**src/hw/rtl/crot_pkg.sv**
```systemverilog
package crot_pkg;

  localparam int MAX_ENTRIES = 16;
  localparam int CLICK_BITS  = 24;

  localparam int KEY_W   = 16;
  localparam int OP_W    = 3;
  localparam int STAT_W  = 2;
  localparam int POS_W   = 4;
  localparam int DEC_W   = 8;
  localparam int IDX_W   = $clog2(MAX_ENTRIES);
  localparam int CNT_W   = $clog2(MAX_ENTRIES + 1);
  localparam int SUM_W   = CLICK_BITS + IDX_W;
  localparam int TOT_W   = (SUM_W > 16) ? SUM_W : 16;
  localparam int PROD_W  = CLICK_BITS + 8;
  localparam int MRG_W   = 14;
  localparam int NEED_W  = ((CLICK_BITS > MRG_W) ? CLICK_BITS : MRG_W) + 1;

  localparam logic [CLICK_BITS-1:0] CLICK_MAX = {CLICK_BITS{1'b1}};

  localparam int IN_BITS  = OP_W + 2 * KEY_W;
  localparam int IN_W     = ((IN_BITS + 7) / 8) * 8;
  localparam int OUT_BITS = STAT_W + 1 + POS_W + CLICK_BITS + 1 + DEC_W;
  localparam int OUT_W    = ((OUT_BITS + 7) / 8) * 8;

  localparam int CFG_IDX_W  = 3;
  localparam int CFG_DATA_W = 16;

  localparam logic [OP_W-1:0] OP_APPEND  = 3'd0;
  localparam logic [OP_W-1:0] OP_CLICK   = 3'd1;
  localparam logic [OP_W-1:0] OP_DISMISS = 3'd2;
  localparam logic [OP_W-1:0] OP_TICK    = 3'd3;
  localparam logic [OP_W-1:0] OP_COMPARE = 3'd4;

  localparam logic [STAT_W-1:0] ST_OK   = 2'd0;
  localparam logic [STAT_W-1:0] ST_NF   = 2'd1;
  localparam logic [STAT_W-1:0] ST_FULL = 2'd2;

  localparam logic [CFG_IDX_W-1:0] REG_BASE    = 3'd0;
  localparam logic [CFG_IDX_W-1:0] REG_TOP     = 3'd1;
  localparam logic [CFG_IDX_W-1:0] REG_EXTRA   = 3'd2;
  localparam logic [CFG_IDX_W-1:0] REG_MIN_TOT = 3'd3;
  localparam logic [CFG_IDX_W-1:0] REG_NUM     = 3'd4;
  localparam logic [CFG_IDX_W-1:0] REG_DEN     = 3'd5;
  localparam logic [CFG_IDX_W-1:0] REG_PEN     = 3'd6;

  typedef struct packed {
    logic [KEY_W-1:0]      key;
    logic [CLICK_BITS-1:0] clicks;
  } entry_t;

  typedef struct packed {
    logic              we;
    logic [IDX_W-1:0]  addr;
    entry_t            data;
  } mem_wr_t;

  typedef struct packed {
    logic [7:0]  base;
    logic [4:0]  top;
    logic [7:0]  extra;
    logic [15:0] min_tot;
    logic [7:0]  num;
    logic [7:0]  den;
    logic [3:0]  pen;
  } cfg_t;

  typedef struct packed {
    logic [DEC_W-1:0]      decays;
    logic                  moved;
    logic [CLICK_BITS-1:0] clicks;
    logic [POS_W-1:0]      pos;
    logic                  first;
    logic [STAT_W-1:0]     status;
  } res_t;

  typedef struct packed {
    logic              start;
    logic [PROD_W-1:0] dividend;
    logic [7:0]        divisor;
  } div_req_t;

  typedef struct packed {
    logic              done;
    logic [PROD_W-1:0] quot;
  } div_rsp_t;

endpackage

```
**src/hw/rtl/crot_mem.sv**
```systemverilog
module crot_mem (
  input  logic                        clk,
  input  crot_pkg::mem_wr_t           wr,
  input  logic [crot_pkg::IDX_W-1:0]  raddr,
  output crot_pkg::entry_t            rdata
);

  crot_pkg::entry_t mem [crot_pkg::MAX_ENTRIES];

  always_ff @(posedge clk) begin
    if (wr.we) begin
      mem[wr.addr] <= wr.data;
    end
    rdata <= mem[raddr];
  end

endmodule

```
**src/hw/rtl/crot_div.sv**
```systemverilog
module crot_div (
  input  logic                clk,
  input  logic                rst_n,
  input  crot_pkg::div_req_t  req,
  output crot_pkg::div_rsp_t  rsp
);

  localparam int CW = $clog2(crot_pkg::PROD_W + 1);

  logic [crot_pkg::PROD_W-1:0] q_r, q_nxt;
  logic [7:0]                  rem_r, rem_nxt;
  logic [7:0]                  dv_r, dv_nxt;
  logic [CW-1:0]               cnt_r, cnt_nxt;
  logic                        busy_r, busy_nxt;
  logic                        done_r, done_nxt;
  logic [8:0]                  trial;
  logic                        ge;

  always_comb begin
    trial    = {rem_r, q_r[crot_pkg::PROD_W-1]};
    ge       = trial >= {1'b0, dv_r};
    q_nxt    = q_r;
    rem_nxt  = rem_r;
    dv_nxt   = dv_r;
    cnt_nxt  = cnt_r;
    busy_nxt = busy_r;
    done_nxt = 1'b0;
    if (req.start) begin
      q_nxt    = req.dividend;
      rem_nxt  = '0;
      // zero divisor behaves as one
      dv_nxt   = (req.divisor == 8'd0) ? 8'd1 : req.divisor;
      cnt_nxt  = CW'(crot_pkg::PROD_W);
      busy_nxt = 1'b1;
    end else if (busy_r) begin
      // one quotient bit a cycle, restoring
      rem_nxt = ge ? 8'(trial - {1'b0, dv_r}) : trial[7:0];
      q_nxt   = {q_r[crot_pkg::PROD_W-2:0], ge};
      cnt_nxt = cnt_r - CW'(1);
      if (cnt_r == CW'(1)) begin
        busy_nxt = 1'b0;
        done_nxt = 1'b1;
      end
    end
  end

  always_ff @(posedge clk) begin
    if (!rst_n) begin
      busy_r <= 1'b0;
      done_r <= 1'b0;
    end else begin
      busy_r <= busy_nxt;
      done_r <= done_nxt;
    end
    q_r   <= q_nxt;
    rem_r <= rem_nxt;
    dv_r  <= dv_nxt;
    cnt_r <= cnt_nxt;
  end

  assign rsp.done = done_r;
  assign rsp.quot = q_r;

endmodule

```
**src/hw/rtl/crot_seq.sv**
```systemverilog
module crot_seq (
  input  logic                           clk,
  input  logic                           rst_n,
  input  crot_pkg::cfg_t                 cfg,
  input  logic                           start,
  input  logic [crot_pkg::OP_W-1:0]      op,
  input  logic [crot_pkg::KEY_W-1:0]     key,
  input  logic [crot_pkg::KEY_W-1:0]     oth,
  output logic                           idle,
  output logic                           done,
  input  logic                           ack,
  output crot_pkg::res_t                 res,
  output crot_pkg::mem_wr_t              mw,
  output logic [crot_pkg::IDX_W-1:0]     raddr,
  input  crot_pkg::entry_t               rdata,
  output crot_pkg::div_req_t             dreq,
  input  crot_pkg::div_rsp_t             drsp
);

  localparam int IW = crot_pkg::IDX_W;
  localparam int NW = crot_pkg::CNT_W;
  localparam int CB = crot_pkg::CLICK_BITS;
  localparam int DW = NW + 4;
  localparam int XW = IW + 5;

  localparam logic [4:0] S_IDLE = 5'd0;
  localparam logic [4:0] S_SRD  = 5'd1;
  localparam logic [4:0] S_SCMP = 5'd2;
  localparam logic [4:0] S_DISP = 5'd3;
  localparam logic [4:0] S_DCHK = 5'd4;
  localparam logic [4:0] S_DRD  = 5'd5;
  localparam logic [4:0] S_DMUL = 5'd6;
  localparam logic [4:0] S_DST  = 5'd7;
  localparam logic [4:0] S_DDIV = 5'd8;
  localparam logic [4:0] S_CRD0 = 5'd9;
  localparam logic [4:0] S_CRD1 = 5'd10;
  localparam logic [4:0] S_CUPD = 5'd11;
  localparam logic [4:0] S_CWR2 = 5'd12;
  localparam logic [4:0] S_MRD  = 5'd13;
  localparam logic [4:0] S_MWR  = 5'd14;
  localparam logic [4:0] S_MNX  = 5'd15;
  localparam logic [4:0] S_MFIN = 5'd16;
  localparam logic [4:0] S_DONE = 5'd17;

  logic [4:0]                    st_r, st_nxt;
  logic [crot_pkg::OP_W-1:0]     op_r, op_nxt;
  logic [crot_pkg::KEY_W-1:0]    key_r, key_nxt, oth_r, oth_nxt;
  logic [NW-1:0]                 idx_r, idx_nxt;
  logic                          sf_r, sf_nxt, rf_r, rf_nxt;
  logic [IW-1:0]                 si_r, si_nxt, ri_r, ri_nxt;
  logic [CB-1:0]                 sc_r, sc_nxt;
  logic [crot_pkg::TOT_W-1:0]    tot_r, tot_nxt, acc_r, acc_nxt;
  logic [7:0]                    dn_r, dn_nxt;
  logic [NW-1:0]                 used_r, used_nxt;
  logic [7:0]                    pend_r, pend_nxt;
  logic                          tmr_r, tmr_nxt;
  logic [crot_pkg::PROD_W-1:0]   prod_r, prod_nxt;
  crot_pkg::entry_t              ent_r, ent_nxt, prev_r, prev_nxt;
  logic [IW-1:0]                 tgt_r, tgt_nxt;
  logic [CB-1:0]                 nclk_r, nclk_nxt;
  crot_pkg::res_t                res_r, res_nxt;

  logic [CB-1:0]                 sat;
  logic [CB-1:0]                 cinc;
  logic [XW-1:0]                 pidx_x, top_x;
  logic [crot_pkg::MRG_W-1:0]    margin;
  logic [crot_pkg::NEED_W-1:0]   need;
  logic [DW-1:0]                 room, pen_x, kstep;
  logic [CB-1:0]                 base_c, dclk;

  always_comb begin
    sat = (drsp.quot > crot_pkg::PROD_W'(crot_pkg::CLICK_MAX)) ? crot_pkg::CLICK_MAX
                                                             : drsp.quot[CB-1:0];
    cinc = (rdata.clicks == crot_pkg::CLICK_MAX) ? rdata.clicks : rdata.clicks + CB'(1);
    // passing margin of the predecessor slot
    pidx_x = XW'(si_r - IW'(1));
    top_x  = XW'(cfg.top);
    margin = crot_pkg::MRG_W'(cfg.base);
    if (pidx_x < top_x) begin
      margin = margin + crot_pkg::MRG_W'(cfg.extra * 5'(top_x - pidx_x));
    end
    need  = crot_pkg::NEED_W'(rdata.clicks) + crot_pkg::NEED_W'(margin);
    room  = DW'(used_r - NW'(1)) - DW'(si_r);
    pen_x = DW'(cfg.pen);
    kstep = (pen_x < room) ? pen_x : room;
    base_c = CB'(cfg.base);
    dclk   = (nclk_r > base_c) ? nclk_r - base_c : '0;
  end

  always_comb begin
    st_nxt   = st_r;
    op_nxt   = op_r;
    key_nxt  = key_r;
    oth_nxt  = oth_r;
    idx_nxt  = idx_r;
    sf_nxt   = sf_r;
    rf_nxt   = rf_r;
    si_nxt   = si_r;
    ri_nxt   = ri_r;
    sc_nxt   = sc_r;
    tot_nxt  = tot_r;
    acc_nxt  = acc_r;
    dn_nxt   = dn_r;
    used_nxt = used_r;
    pend_nxt = pend_r;
    tmr_nxt  = tmr_r;
    prod_nxt = prod_r;
    ent_nxt  = ent_r;
    prev_nxt = prev_r;
    tgt_nxt  = tgt_r;
    nclk_nxt = nclk_r;
    res_nxt  = res_r;
    mw       = '0;
    raddr    = idx_r[IW-1:0];
    dreq          = '0;
    dreq.dividend = prod_r;
    dreq.divisor  = cfg.den;

    unique case (st_r)
      S_IDLE: begin
        if (start) begin
          op_nxt  = op;
          key_nxt = key;
          oth_nxt = oth;
          idx_nxt = '0;
          sf_nxt  = 1'b0;
          rf_nxt  = 1'b0;
          tot_nxt = '0;
          res_nxt = '0;
          st_nxt  = S_SRD;
        end
      end
      S_SRD: begin
        raddr  = idx_r[IW-1:0];
        st_nxt = (idx_r < used_r) ? S_SCMP : S_DISP;
      end
      S_SCMP: begin
        if (!sf_r && rdata.key == key_r) begin
          sf_nxt = 1'b1;
          si_nxt = idx_r[IW-1:0];
          sc_nxt = rdata.clicks;
        end
        if (!rf_r && rdata.key == oth_r) begin
          rf_nxt = 1'b1;
          ri_nxt = idx_r[IW-1:0];
        end
        tot_nxt = tot_r + crot_pkg::TOT_W'(rdata.clicks);
        idx_nxt = idx_r + NW'(1);
        st_nxt  = S_SRD;
      end
      S_DISP: begin
        st_nxt = S_DONE;
        unique case (op_r)
          crot_pkg::OP_APPEND: begin
            if (sf_r) begin
              res_nxt.pos    = crot_pkg::POS_W'(si_r);
              res_nxt.clicks = sc_r;
            end else if (used_r < NW'(crot_pkg::MAX_ENTRIES)) begin
              mw.we          = 1'b1;
              mw.addr        = used_r[IW-1:0];
              mw.data.key    = key_r;
              mw.data.clicks = '0;
              used_nxt       = used_r + NW'(1);
              res_nxt.pos    = crot_pkg::POS_W'(used_r[IW-1:0]);
            end else begin
              res_nxt.status = crot_pkg::ST_FULL;
            end
          end
          crot_pkg::OP_CLICK: begin
            if (!sf_r) begin
              res_nxt.status = crot_pkg::ST_NF;
            end else if (!tmr_r) begin
              tmr_nxt  = 1'b1;
              pend_nxt = '0;
              dn_nxt   = '0;
              st_nxt   = S_CRD0;
            end else begin
              dn_nxt = '0;
              st_nxt = S_DCHK;
            end
          end
          crot_pkg::OP_DISMISS: begin
            if (!sf_r) begin
              res_nxt.status = crot_pkg::ST_NF;
            end else begin
              tgt_nxt = IW'(DW'(si_r) + kstep);
              idx_nxt = NW'(si_r) + NW'(1);
              ent_nxt = '0;
              st_nxt  = S_MRD;
            end
          end
          crot_pkg::OP_TICK: begin
            if (pend_r != 8'hff) begin
              pend_nxt = pend_r + 8'd1;
            end
          end
          crot_pkg::OP_COMPARE: begin
            if (!sf_r || !rf_r) begin
              res_nxt.status = crot_pkg::ST_NF;
            end
            if (key_r == oth_r) begin
              res_nxt.first = 1'b0;
            end else if (sf_r && (!rf_r || si_r < ri_r)) begin
              res_nxt.first = 1'b1;
            end else if (rf_r) begin
              res_nxt.first = 1'b0;
            end else begin
              res_nxt.first = key_r < oth_r;
            end
            if (sf_r) begin
              res_nxt.pos    = crot_pkg::POS_W'(si_r);
              res_nxt.clicks = sc_r;
            end
          end
          default: begin
          end
        endcase
      end
      // decay passes, each over every used slot
      S_DCHK: begin
        if (dn_r < pend_r && tot_r >= crot_pkg::TOT_W'(cfg.min_tot)) begin
          idx_nxt = '0;
          acc_nxt = '0;
          st_nxt  = S_DRD;
        end else begin
          pend_nxt = '0;
          st_nxt   = S_CRD0;
        end
      end
      S_DRD: begin
        raddr  = idx_r[IW-1:0];
        st_nxt = S_DMUL;
      end
      S_DMUL: begin
        ent_nxt  = rdata;
        prod_nxt = crot_pkg::PROD_W'(rdata.clicks * cfg.num);
        st_nxt   = S_DST;
      end
      S_DST: begin
        dreq.start = 1'b1;
        st_nxt     = S_DDIV;
      end
      S_DDIV: begin
        if (drsp.done) begin
          mw.we          = 1'b1;
          mw.addr        = idx_r[IW-1:0];
          mw.data.key    = ent_r.key;
          mw.data.clicks = sat;
          acc_nxt        = acc_r + crot_pkg::TOT_W'(sat);
          if (idx_r + NW'(1) < used_r) begin
            idx_nxt = idx_r + NW'(1);
            st_nxt  = S_DRD;
          end else begin
            tot_nxt = acc_r + crot_pkg::TOT_W'(sat);
            dn_nxt  = dn_r + 8'd1;
            st_nxt  = S_DCHK;
          end
        end
      end
      S_CRD0: begin
        raddr  = si_r;
        st_nxt = S_CRD1;
      end
      S_CRD1: begin
        ent_nxt.key       = rdata.key;
        ent_nxt.clicks    = cinc;
        res_nxt.decays    = dn_r;
        if (si_r == '0) begin
          mw.we          = 1'b1;
          mw.addr        = si_r;
          mw.data.key    = rdata.key;
          mw.data.clicks = cinc;
          res_nxt.pos    = '0;
          res_nxt.clicks = cinc;
          st_nxt         = S_DONE;
        end else begin
          raddr  = si_r - IW'(1);
          st_nxt = S_CUPD;
        end
      end
      S_CUPD: begin
        res_nxt.clicks = ent_r.clicks;
        mw.we          = 1'b1;
        mw.data        = ent_r;
        if (crot_pkg::NEED_W'(ent_r.clicks) >= need) begin
          mw.addr       = si_r - IW'(1);
          prev_nxt      = rdata;
          res_nxt.pos   = crot_pkg::POS_W'(si_r - IW'(1));
          res_nxt.moved = 1'b1;
          st_nxt        = S_CWR2;
        end else begin
          mw.addr     = si_r;
          res_nxt.pos = crot_pkg::POS_W'(si_r);
          st_nxt      = S_DONE;
        end
      end
      S_CWR2: begin
        mw.we   = 1'b1;
        mw.addr = si_r;
        mw.data = prev_r;
        st_nxt  = S_DONE;
      end
      // dismiss: slide followers up, then drop the entry in at its new place
      S_MRD: begin
        raddr = idx_r[IW-1:0];
        if (idx_r <= NW'(tgt_r)) begin
          st_nxt = S_MWR;
        end else if (idx_r < used_r) begin
          st_nxt = S_MNX;
        end else begin
          nclk_nxt = '0;
          st_nxt   = S_MFIN;
        end
      end
      S_MWR: begin
        mw.we   = 1'b1;
        mw.addr = IW'(idx_r - NW'(1));
        mw.data = rdata;
        idx_nxt = idx_r + NW'(1);
        st_nxt  = S_MRD;
      end
      S_MNX: begin
        nclk_nxt = rdata.clicks;
        st_nxt   = S_MFIN;
      end
      S_MFIN: begin
        mw.we          = 1'b1;
        mw.addr        = tgt_r;
        mw.data.key    = key_r;
        mw.data.clicks = dclk;
        res_nxt.pos    = crot_pkg::POS_W'(tgt_r);
        res_nxt.clicks = dclk;
        res_nxt.moved  = tgt_r != si_r;
        st_nxt         = S_DONE;
      end
      S_DONE: begin
        if (ack) begin
          st_nxt = S_IDLE;
        end
      end
      default: begin
        st_nxt = S_IDLE;
      end
    endcase
  end

  always_ff @(posedge clk) begin
    if (!rst_n) begin
      st_r   <= S_IDLE;
      used_r <= '0;
      pend_r <= '0;
      tmr_r  <= 1'b1;
    end else begin
      st_r   <= st_nxt;
      used_r <= used_nxt;
      pend_r <= pend_nxt;
      tmr_r  <= tmr_nxt;
    end
    op_r   <= op_nxt;
    key_r  <= key_nxt;
    oth_r  <= oth_nxt;
    idx_r  <= idx_nxt;
    sf_r   <= sf_nxt;
    rf_r   <= rf_nxt;
    si_r   <= si_nxt;
    ri_r   <= ri_nxt;
    sc_r   <= sc_nxt;
    tot_r  <= tot_nxt;
    acc_r  <= acc_nxt;
    dn_r   <= dn_nxt;
    prod_r <= prod_nxt;
    ent_r  <= ent_nxt;
    prev_r <= prev_nxt;
    tgt_r  <= tgt_nxt;
    nclk_r <= nclk_nxt;
    res_r  <= res_nxt;
  end

  assign idle = st_r == S_IDLE;
  assign done = st_r == S_DONE;
  assign res  = res_r;

endmodule

```
**src/hw/rtl/click_ranked_order_table.sv**
```systemverilog
// Ordered table of up to 16 ids with saturating click counts, held in one
// single-port-read memory and worked on by a sequencer, one request at a time.
// Every request first scans the used slots; append, tick and compare then
// finish directly, dismiss moves the entry past its followers, and a click
// updates the entry and may swap it with its predecessor. Each decay pass a
// click runs sends every used slot through the divider, which makes one
// quotient bit a cycle. No clearing pass is needed after reset. A finished
// result waits in the output register while the next request is taken.
module click_ranked_order_table (
  input  logic                                clk,
  input  logic                                rst_n,
  input  logic                                in_tvalid,
  output logic                                in_tready,
  // operation, entry_key, other_key
  input  logic [crot_pkg::IN_W-1:0]           in_tdata,
  output logic                                out_tvalid,
  input  logic                                out_tready,
  // status, ranks_first, position, click_count, moved, decays_done
  output logic [crot_pkg::OUT_W-1:0]          out_tdata,
  input  logic                                cfg_valid,
  output logic                                cfg_ready,
  input  logic [crot_pkg::CFG_IDX_W-1:0]      cfg_index,
  input  logic [crot_pkg::CFG_DATA_W-1:0]     cfg_data
);

  localparam int KW = crot_pkg::KEY_W;
  localparam int OW = crot_pkg::OP_W;

  crot_pkg::cfg_t     cfg_r, cfg_nxt;
  logic               ov_r, ov_nxt;
  crot_pkg::res_t     od_r, od_nxt;
  logic               idle, done, free;
  crot_pkg::res_t     res;
  crot_pkg::mem_wr_t  mw;
  logic [crot_pkg::IDX_W-1:0] raddr;
  crot_pkg::entry_t   rdata;
  crot_pkg::div_req_t dreq;
  crot_pkg::div_rsp_t drsp;

  assign cfg_ready = 1'b1;
  assign in_tready = idle;
  assign free      = !ov_r || out_tready;

  always_comb begin
    cfg_nxt = cfg_r;
    if (cfg_valid) begin
      unique case (cfg_index)
        crot_pkg::REG_BASE:    cfg_nxt.base    = cfg_data[7:0];
        crot_pkg::REG_TOP:     cfg_nxt.top     = cfg_data[4:0];
        crot_pkg::REG_EXTRA:   cfg_nxt.extra   = cfg_data[7:0];
        crot_pkg::REG_MIN_TOT: cfg_nxt.min_tot = cfg_data;
        crot_pkg::REG_NUM:     cfg_nxt.num     = cfg_data[7:0];
        crot_pkg::REG_DEN:     cfg_nxt.den     = cfg_data[7:0];
        crot_pkg::REG_PEN:     cfg_nxt.pen     = cfg_data[3:0];
        default: begin
        end
      endcase
    end
    ov_nxt = ov_r;
    od_nxt = od_r;
    if (done && free) begin
      ov_nxt = 1'b1;
      od_nxt = res;
    end else if (out_tready) begin
      ov_nxt = 1'b0;
    end
  end

  always_ff @(posedge clk) begin
    if (!rst_n) begin
      cfg_r.base    <= 8'd5;
      cfg_r.top     <= 5'd3;
      cfg_r.extra   <= 8'd2;
      cfg_r.min_tot <= 16'd30;
      cfg_r.num     <= 8'd91;
      cfg_r.den     <= 8'd100;
      cfg_r.pen     <= 4'd1;
      ov_r          <= 1'b0;
    end else begin
      cfg_r <= cfg_nxt;
      ov_r  <= ov_nxt;
    end
    od_r <= od_nxt;
  end

  assign out_tvalid = ov_r;
  assign out_tdata  = crot_pkg::OUT_W'(od_r);

  crot_seq u_seq (
    .clk   (clk),
    .rst_n (rst_n),
    .cfg   (cfg_r),
    .start (in_tvalid && idle),
    .op    (in_tdata[OW-1:0]),
    .key   (in_tdata[OW+KW-1:OW]),
    .oth   (in_tdata[OW+2*KW-1:OW+KW]),
    .idle  (idle),
    .done  (done),
    .ack   (free),
    .res   (res),
    .mw    (mw),
    .raddr (raddr),
    .rdata (rdata),
    .dreq  (dreq),
    .drsp  (drsp)
  );

  crot_mem u_mem (
    .clk   (clk),
    .wr    (mw),
    .raddr (raddr),
    .rdata (rdata)
  );

  crot_div u_div (
    .clk   (clk),
    .rst_n (rst_n),
    .req   (dreq),
    .rsp   (drsp)
  );

endmodule

```
**config.mk**
```make
export PLATFORM = sky130hd
export DESIGN_NAME = click_ranked_order_table
export DESIGN_NICKNAME = d
export VERILOG_FILES = /design/src/hw/rtl/crot_pkg.sv /design/src/hw/rtl/crot_mem.sv /design/src/hw/rtl/crot_div.sv /design/src/hw/rtl/crot_seq.sv /design/src/hw/rtl/click_ranked_order_table.sv
export SDC_FILE = /design/constraint.sdc
export NUM_CORES = 2
export LEC_CHECK = 0
export ABC_AREA = 1
export BUFFER_PORTS_ARGS = -buffer_cell sky130_fd_sc_hd__buf_2
export CAP_MARGIN = 20
export CORE_MARGIN = 5
export CORE_UTILIZATION = 55
export CTS_CLUSTER_SIZE = 28
export DETAILED_ROUTE_END_ITERATION = 8
export HOLD_SLACK_MARGIN = 0.05
export PLACE_DENSITY = 0.85
export SYNTH_ARGS = -nofsm -noshare
export SYNTH_HDL_FRONTEND = slang
export SYNTH_SLANG_ARGS = --single-unit
```
**constraint.sdc**
```tcl
create_clock -name clk -period 9 [get_ports clk]
set_input_delay 0.9 -clock clk [delete_from_list [all_inputs] [get_ports clk]]
set_output_delay 0.9 -clock clk [all_outputs]
set_load 0.03 [all_outputs]
```
# Word level (Yosys, flattened, before mapping)
# Memory sizes are Yosys's and may differ from the RTL's. A register that Yosys moved wholly into a read port is not among the register bits.
# Index checks and enable logic that the tools add are counted.
[word_totals] ramBits=640 word_cells=311 out_inout_bits=43 reg_bits=490 memories=1
[memory_table] memory="u_mem.mem" depth=16 word_bits=40 rd=1 rd_clocked_by_memory_dff=1 wr=1 line="crot_mem.sv:8" rtl="crot_pkg::entry_t mem [crot_pkg::MAX_ENTRIES];"
[op_classes] mux=95 order_cmp=14 add_sub_neg=20 n_reduce_logical=64 multipliers=2 bitwise_logic=3 n_eq_ne=64
[ops] cell="one-hot mux 45 bit (7 select lines)" count=1
[ops] cell="2-to-1 mux 45 bit" count=5
[ops] cell="2-to-1 mux 28 bit" count=7
[ops] cell="2-to-1 mux 24 bit" count=6
[ops] cell="one-hot mux 28 bit (5 select lines)" count=1
[ops] cell="2-to-1 mux 40 bit" count=3
[ops] cell="one-hot mux 40 bit (3 select lines)" count=1
[ops] cell="one-hot mux 28 bit (2 select lines)" count=2
[ops] cell="one-hot mux 5 bit (17 select lines)" count=1
[ops] cell="one-hot mux 28 bit (3 select lines)" count=1
[ops] cell="2-to-1 mux 5 bit" count=15
[ops] cell="2-to-1 mux 32 bit" count=2
[ops] cell="2-to-1 mux 8 bit" count=8
[ops] cell="adder 28 x 24 -> 28 bit" count=2
[ops] cell="equality test 16 bit" count=3
[ops] cell="one-hot mux 24 bit (2 select lines)" count=1
[ops] cell="one-hot mux 8 bit (2 select lines)" count=3
[ops] cell="equality test 5 x 4 -> 1 bit (second input constant)" count=8
[ops] cell="> comparator 32 x 24 -> 1 bit (second input constant)" count=1
[ops] cell="multiplier 24 x 8 -> 32 bit" count=1
[ops] cell=">= comparator 28 x 16 -> 1 bit" count=1
[ops] cell="AND reduction 3 bit" count=9
[ops] cell="adder 24 x 14 -> 25 bit" count=1
[ops] cell=">= comparator 24 x 25 -> 1 bit" count=1
[ops] cell="71 further kinds" count=178

# Logic depth before layout (Yosys ltp)
[logic_depth] word_depth=11 depth_mapped=52

# Hierarchy
# From an unflattened synthesis, not the netlist that was laid out.
[hier_totals] hier_cells=7045 hier_area_um2=64828.4
[by_module_without_submodules] module="crot_seq" area_per_inst_um2=30171.4 seq_area_each_um2=9909.5 n_inst=1 cells_each=3695
[by_module_without_submodules] module="crot_mem" area_per_inst_um2=28299.6 seq_area_each_um2=20019.2 n_inst=1 cells_each=2645
[by_module_without_submodules] module="click_ranked_order_table" area_per_inst_um2=3533.4 seq_area_each_um2=2362.3 n_inst=1 cells_each=376
[by_module_without_submodules] module="crot_div" area_per_inst_um2=2824.0 seq_area_each_um2=1521.5 n_inst=1 cells_each=329

# Worst setup path after synthesis
# OpenSTA, ideal clock, no wires.
[synth_timing] kind="reg-to-reg" start="register u_seq.si_r[0]" end="memory u_mem.mem[10][0] (netlist bit) (enable)" synth_period_minus_slack_ps=9993 t_required_ps=8563 stages_incl_launch_ff=50 path_slack_ps=-993 arrival_ps=9556 n_path_buf=1 path_cell_list="edfxtp_1 buf_2 inv_1 ha_1 xnor2_1 inv_1 ha_1 nand2_1 o21ai_0 xor2_1 inv_1 nand2_1 fa_1 fa_1 fa_1 inv_1 ha_1 inv_1 [14 not listed] nand2_1 nand2_1 nand2_1 xor2_1 ha_1 nand2_1 nor2_1 nor3b_1 nand2_1 nand2_1 nand2_1 nand2_1 nand2_1 nand3_1 nand3_1 nor2_1 nand2_1 nor2_1"
[synth_via] elab_chain_cells=9
[synth_lines] item="start, declared" line="crot_seq.sv:50" rtl="logic [IW-1:0] si_r, si_nxt, ri_r, ri_nxt;"
[synth_lines] item="start signal, assigned" line="crot_seq.sv:365" rtl="si_r <= si_nxt;"
[synth_lines] item="subtractor 4 x 1 -> 5 bit" line="crot_seq.sv:76" rtl="pidx_x = XW'(si_r - IW'(1));"
[synth_lines] item="subtractor 5 bit" line="crot_seq.sv:80" rtl="margin = margin + crot_pkg::MRG_W'(cfg.extra * 5'(top_x - pidx_x));"
[synth_lines] item="multiplier 8 x 5 -> 13 bit" line="crot_seq.sv:80"
[synth_lines] item="adder 8 x 13 -> 14 bit" line="crot_seq.sv:80"
[synth_lines] item="2-to-1 mux 14 bit" line="crot_seq.sv:79" rtl="if (pidx_x < top_x) begin"
[synth_lines] item="adder 24 x 14 -> 25 bit" line="crot_seq.sv:82" rtl="need = crot_pkg::NEED_W'(rdata.clicks) + crot_pkg::NEED_W'(margin);"
[synth_lines] item=">= comparator 24 x 25 -> 1 bit" line="crot_seq.sv:285" rtl="if (crot_pkg::NEED_W'(ent_r.clicks) >= need) begin"
[synth_lines] item="2-to-1 mux 4 bit" line="crot_seq.sv:285"
[synth_lines] item="one-hot mux 45 bit (7 select lines) (*)" line="crot_seq.sv:119" rtl="unique case (st_r)"
[synth_lines] item="end, declared" line="crot_mem.sv:8"
# Every way passes the cells marked *; elsewhere a longest branch is shown, timed or not.

# Worst setup path after layout
[layout_timing] start="register u_seq.si_r[0]" end="memory u_mem.mem[6][21] (netlist bit) (enable)"
# Same word-level chain as after synthesis.

==> run metrics <==
vias in the first global route=47228; Pleak=27.4 nW; Horiz. Die Dim=344 um; P&R area growth vs syn=14.0%; TritonRoute pass-1 iters=7; worst hold stages=1; Overflow after GRT=0; share of layout cells above drive strength 1=0.110; CTS tree=done; cts hold-fix bufs=0; post-layout instance count excluding filler cells=7947; most frequent cells in the layout=1038 x edfxtp_1, 938 x nand2_1, 846 x nor2_1, 652 x inv_1, 516 x o21ai_0; Via Count=48654; crit path buf inv count=16; First DRT Iteration DRCs=6820; Slew HR=0.0963; EDFF count, synth=1038; flop-to-flop setup slack=0.23 ns; gpl congestion=1.01; FF+latch count, synth=1170; hpwl dp=121000 um; Worst Path Max Fanout=6; port buffer count=100; Critical R2R Launch=u_seq.si_r[0]; CP endpoint kind=flop; pin count of the biggest net entering global routing=197; Tot GR Track Use=0.302; I/O Pins=107; H-tree Lvls=3; Worst-Margin Slew=1.35 ns; Fin Setup TNS=0 ns; Req. time, crit path=9.44 ns; CTS root buf=clkbuf_16; # placed instances=7696; WS Path Type=flop to flop; clock sink count=1170; core area=111000 sq um; initial antenna violation count=8; Syn. warnings=0; Cell Rows=122; hold endpoint=u_seq.oth_r[6]; Clock Path Buffers=3; leading cell type in the layout, fill and taps excluded=edfxtp_1; VDD IR max=0.703 mV; synth unique cells=60; worst reg2reg endpoint=u_mem.mem[6][21]; Largest stage delay, worst path=0.56 ns; CP delay by family, top=adder cells; share of flip-flops with an asynchronous set or reset=0; die footprint=118000 sq um; antenna-violating nets left=0; R2R depth=49; fmax=114 MHz; global-route wire length before repair=274000 um; final net count=6846; fin util=0.631; final hold vios=0; CP startpoint kind=flop; Final Slew Violations=0; post-route clock skew=0.0739 ns; dpl ws=-0.426 ns; crit path max-delay cell type=fa_1; register area share after synthesis=0.552; number of CTS-inserted buffers=115; Post-synth top flop=edfxtp_1; Synthesized Nets=6612; Die Y=344 um; Final period util=0.975; Worst EP arrival=9.22 ns; DRC Markers=0; Synth Instances=6119; Final Critical Period=8.77 ns; Synth Cell Area=61300 sq um; worst setup margin=0.227 ns; Min-Delay Startpoint=in_tdata[25]; max-capacitance violation count=0; Avg WL per Cell=23.0 um; Worst-path clk slew=0.07 ns; routed wire length=183000 um; outcome=completed; power after layout=0.0266 W; Mapped Avg Cell Area=10.0 sq um; Initial Util=0.554; Cell Pwr Density=380 nW/um^2; worst-skew pair later-pin latency=0.76 ns; HP Class=primary input to flop; final setup fails=0; DR vias/cell=6.12
-- flip-flops by register name, summed over array words and instances (netlist names), 16 cells and up --
register      flops
u_seq.key_r      16
u_div.q_r        32
u_seq.res        40
u_seq.oth_r      16
u_seq.prod_r     32
u_mem.rdata      40
u_seq.sc_r       24
out_tdata        40
u_seq.acc_r      28
u_seq.tot_r      28
u_seq.prev_r     40
u_mem.mem       640
cfg_r            57
u_seq.ent_r      40
u_seq.nclk_r     24
-- Yosys cell counts, types with 7 or more instances --
cell type | count | share of area
a21boi_0 | 9 | 0.0011
a21o_1 | 13 | 0.0016
a21oi_1 | 272 | 0.022
a221oi_1 | 14 | 0.0020
a22oi_1 | 11 | 0.0013
a31oi_1 | 9 | 0.00092
buf_1 | 10 | 0.00061
buf_2 | 72 | 0.0059
clkbuf_1 | 161 | 0.0099
dfxtp_1 | 132 | 0.043
edfxtp_1 | 1038 | 0.51
fa_1 | 166 | 0.054
ha_1 | 263 | 0.054
inv_1 | 667 | 0.041
nand2_1 | 963 | 0.059
nand3_1 | 244 | 0.020
nand3b_1 | 12 | 0.0015
nand4_1 | 49 | 0.0050
nor2_1 | 877 | 0.054
nor3_1 | 69 | 0.0056
nor4_1 | 21 | 0.0021
o2111ai_1 | 23 | 0.0033
o211ai_1 | 182 | 0.022
o21a_1 | 7 | 0.00086
o21ai_0 | 532 | 0.043
o21ai_1 | 66 | 0.0054
o21bai_1 | 21 | 0.0026
o221ai_1 | 8 | 0.0011
o22ai_1 | 20 | 0.0020
xnor2_1 | 38 | 0.0054
xor2_1 | 85 | 0.012
-- power by group --
group / internal, W / switching, W / leakage, nW
registers: 0.00682 / 0.000233 / 10.3
clock network: 0.00286 / 0.00217 / 1.92
logic: 0.00502 / 0.00947 / 15.2
total: 0.0147 / 0.0119 / 27.4
-- timing repair --
item	4_1_cts	5_1_grt
cloned	1	2
endpoints found under the setup margin	640	683
pin swaps	5	76
buffers inserted	4	18
resized for setup	19	127
hold endpoints to repair	0	0
-- stage by stage --
step / instance area [sq um] / hold slack (ns)
6_report: 69900 / 0.317
5_1_grt: 69800 / 0.302
4_1_cts: 69100 / 0.286
3_5_place_dp: 65000 / 0.405
3_3_place_gp: 64900 / 0.401
2_1_floorplan: 61300 / 0.400
-- cells by family after synthesis --
family	after synthesis	share of synthesized area
other cells	1	0.0000612
buf+inv	924	0.0585
compound gates	1212	0.114
flops	1170	0.552
xor+xnor	123	0.0176
fa+ha+maj	429	0.108
simple gates	2260	0.150
-- layer usage --
layer  wire [um]  part of all wire  track usage
met5          64           0.00035            0
met1       67400              0.37        0.400
met4        8290             0.045        0.120
met2       84500              0.46        0.487
met3       22200              0.12       0.0670
-- final cells by class --
type / count / area, sq um
Sequential cell: 1170 / 33800
Timing Repair Buffer: 366 / 3010
Tap cell: 1488 / 1860
Antenna cell: 5 / 12.5
Clock buffer: 150 / 3220
Multi-Input combinational cell: 4025 / 24600
Clock inverter: 68 / 764
Inverter: 675 / 2540
Fill cell: 8257 / 40800
-- worst max path at each step --
stage                     cells after the start     startpoint                end
final                                        49  u_seq.si_r[0]   u_mem.mem[6][21]
after global routing                         51  u_seq.si_r[0]   u_mem.mem[1][37]
after detailed placement                     50  u_seq.si_r[1]  u_mem.mem[13][19]
after floorplan                              49  u_seq.si_r[0]   u_mem.mem[10][0]
after global placement                       49  u_seq.si_r[0]  u_mem.mem[10][39]
after CTS                                    51  u_seq.si_r[0]   u_mem.mem[6][23]
Power figures use the tool's default switching activity.
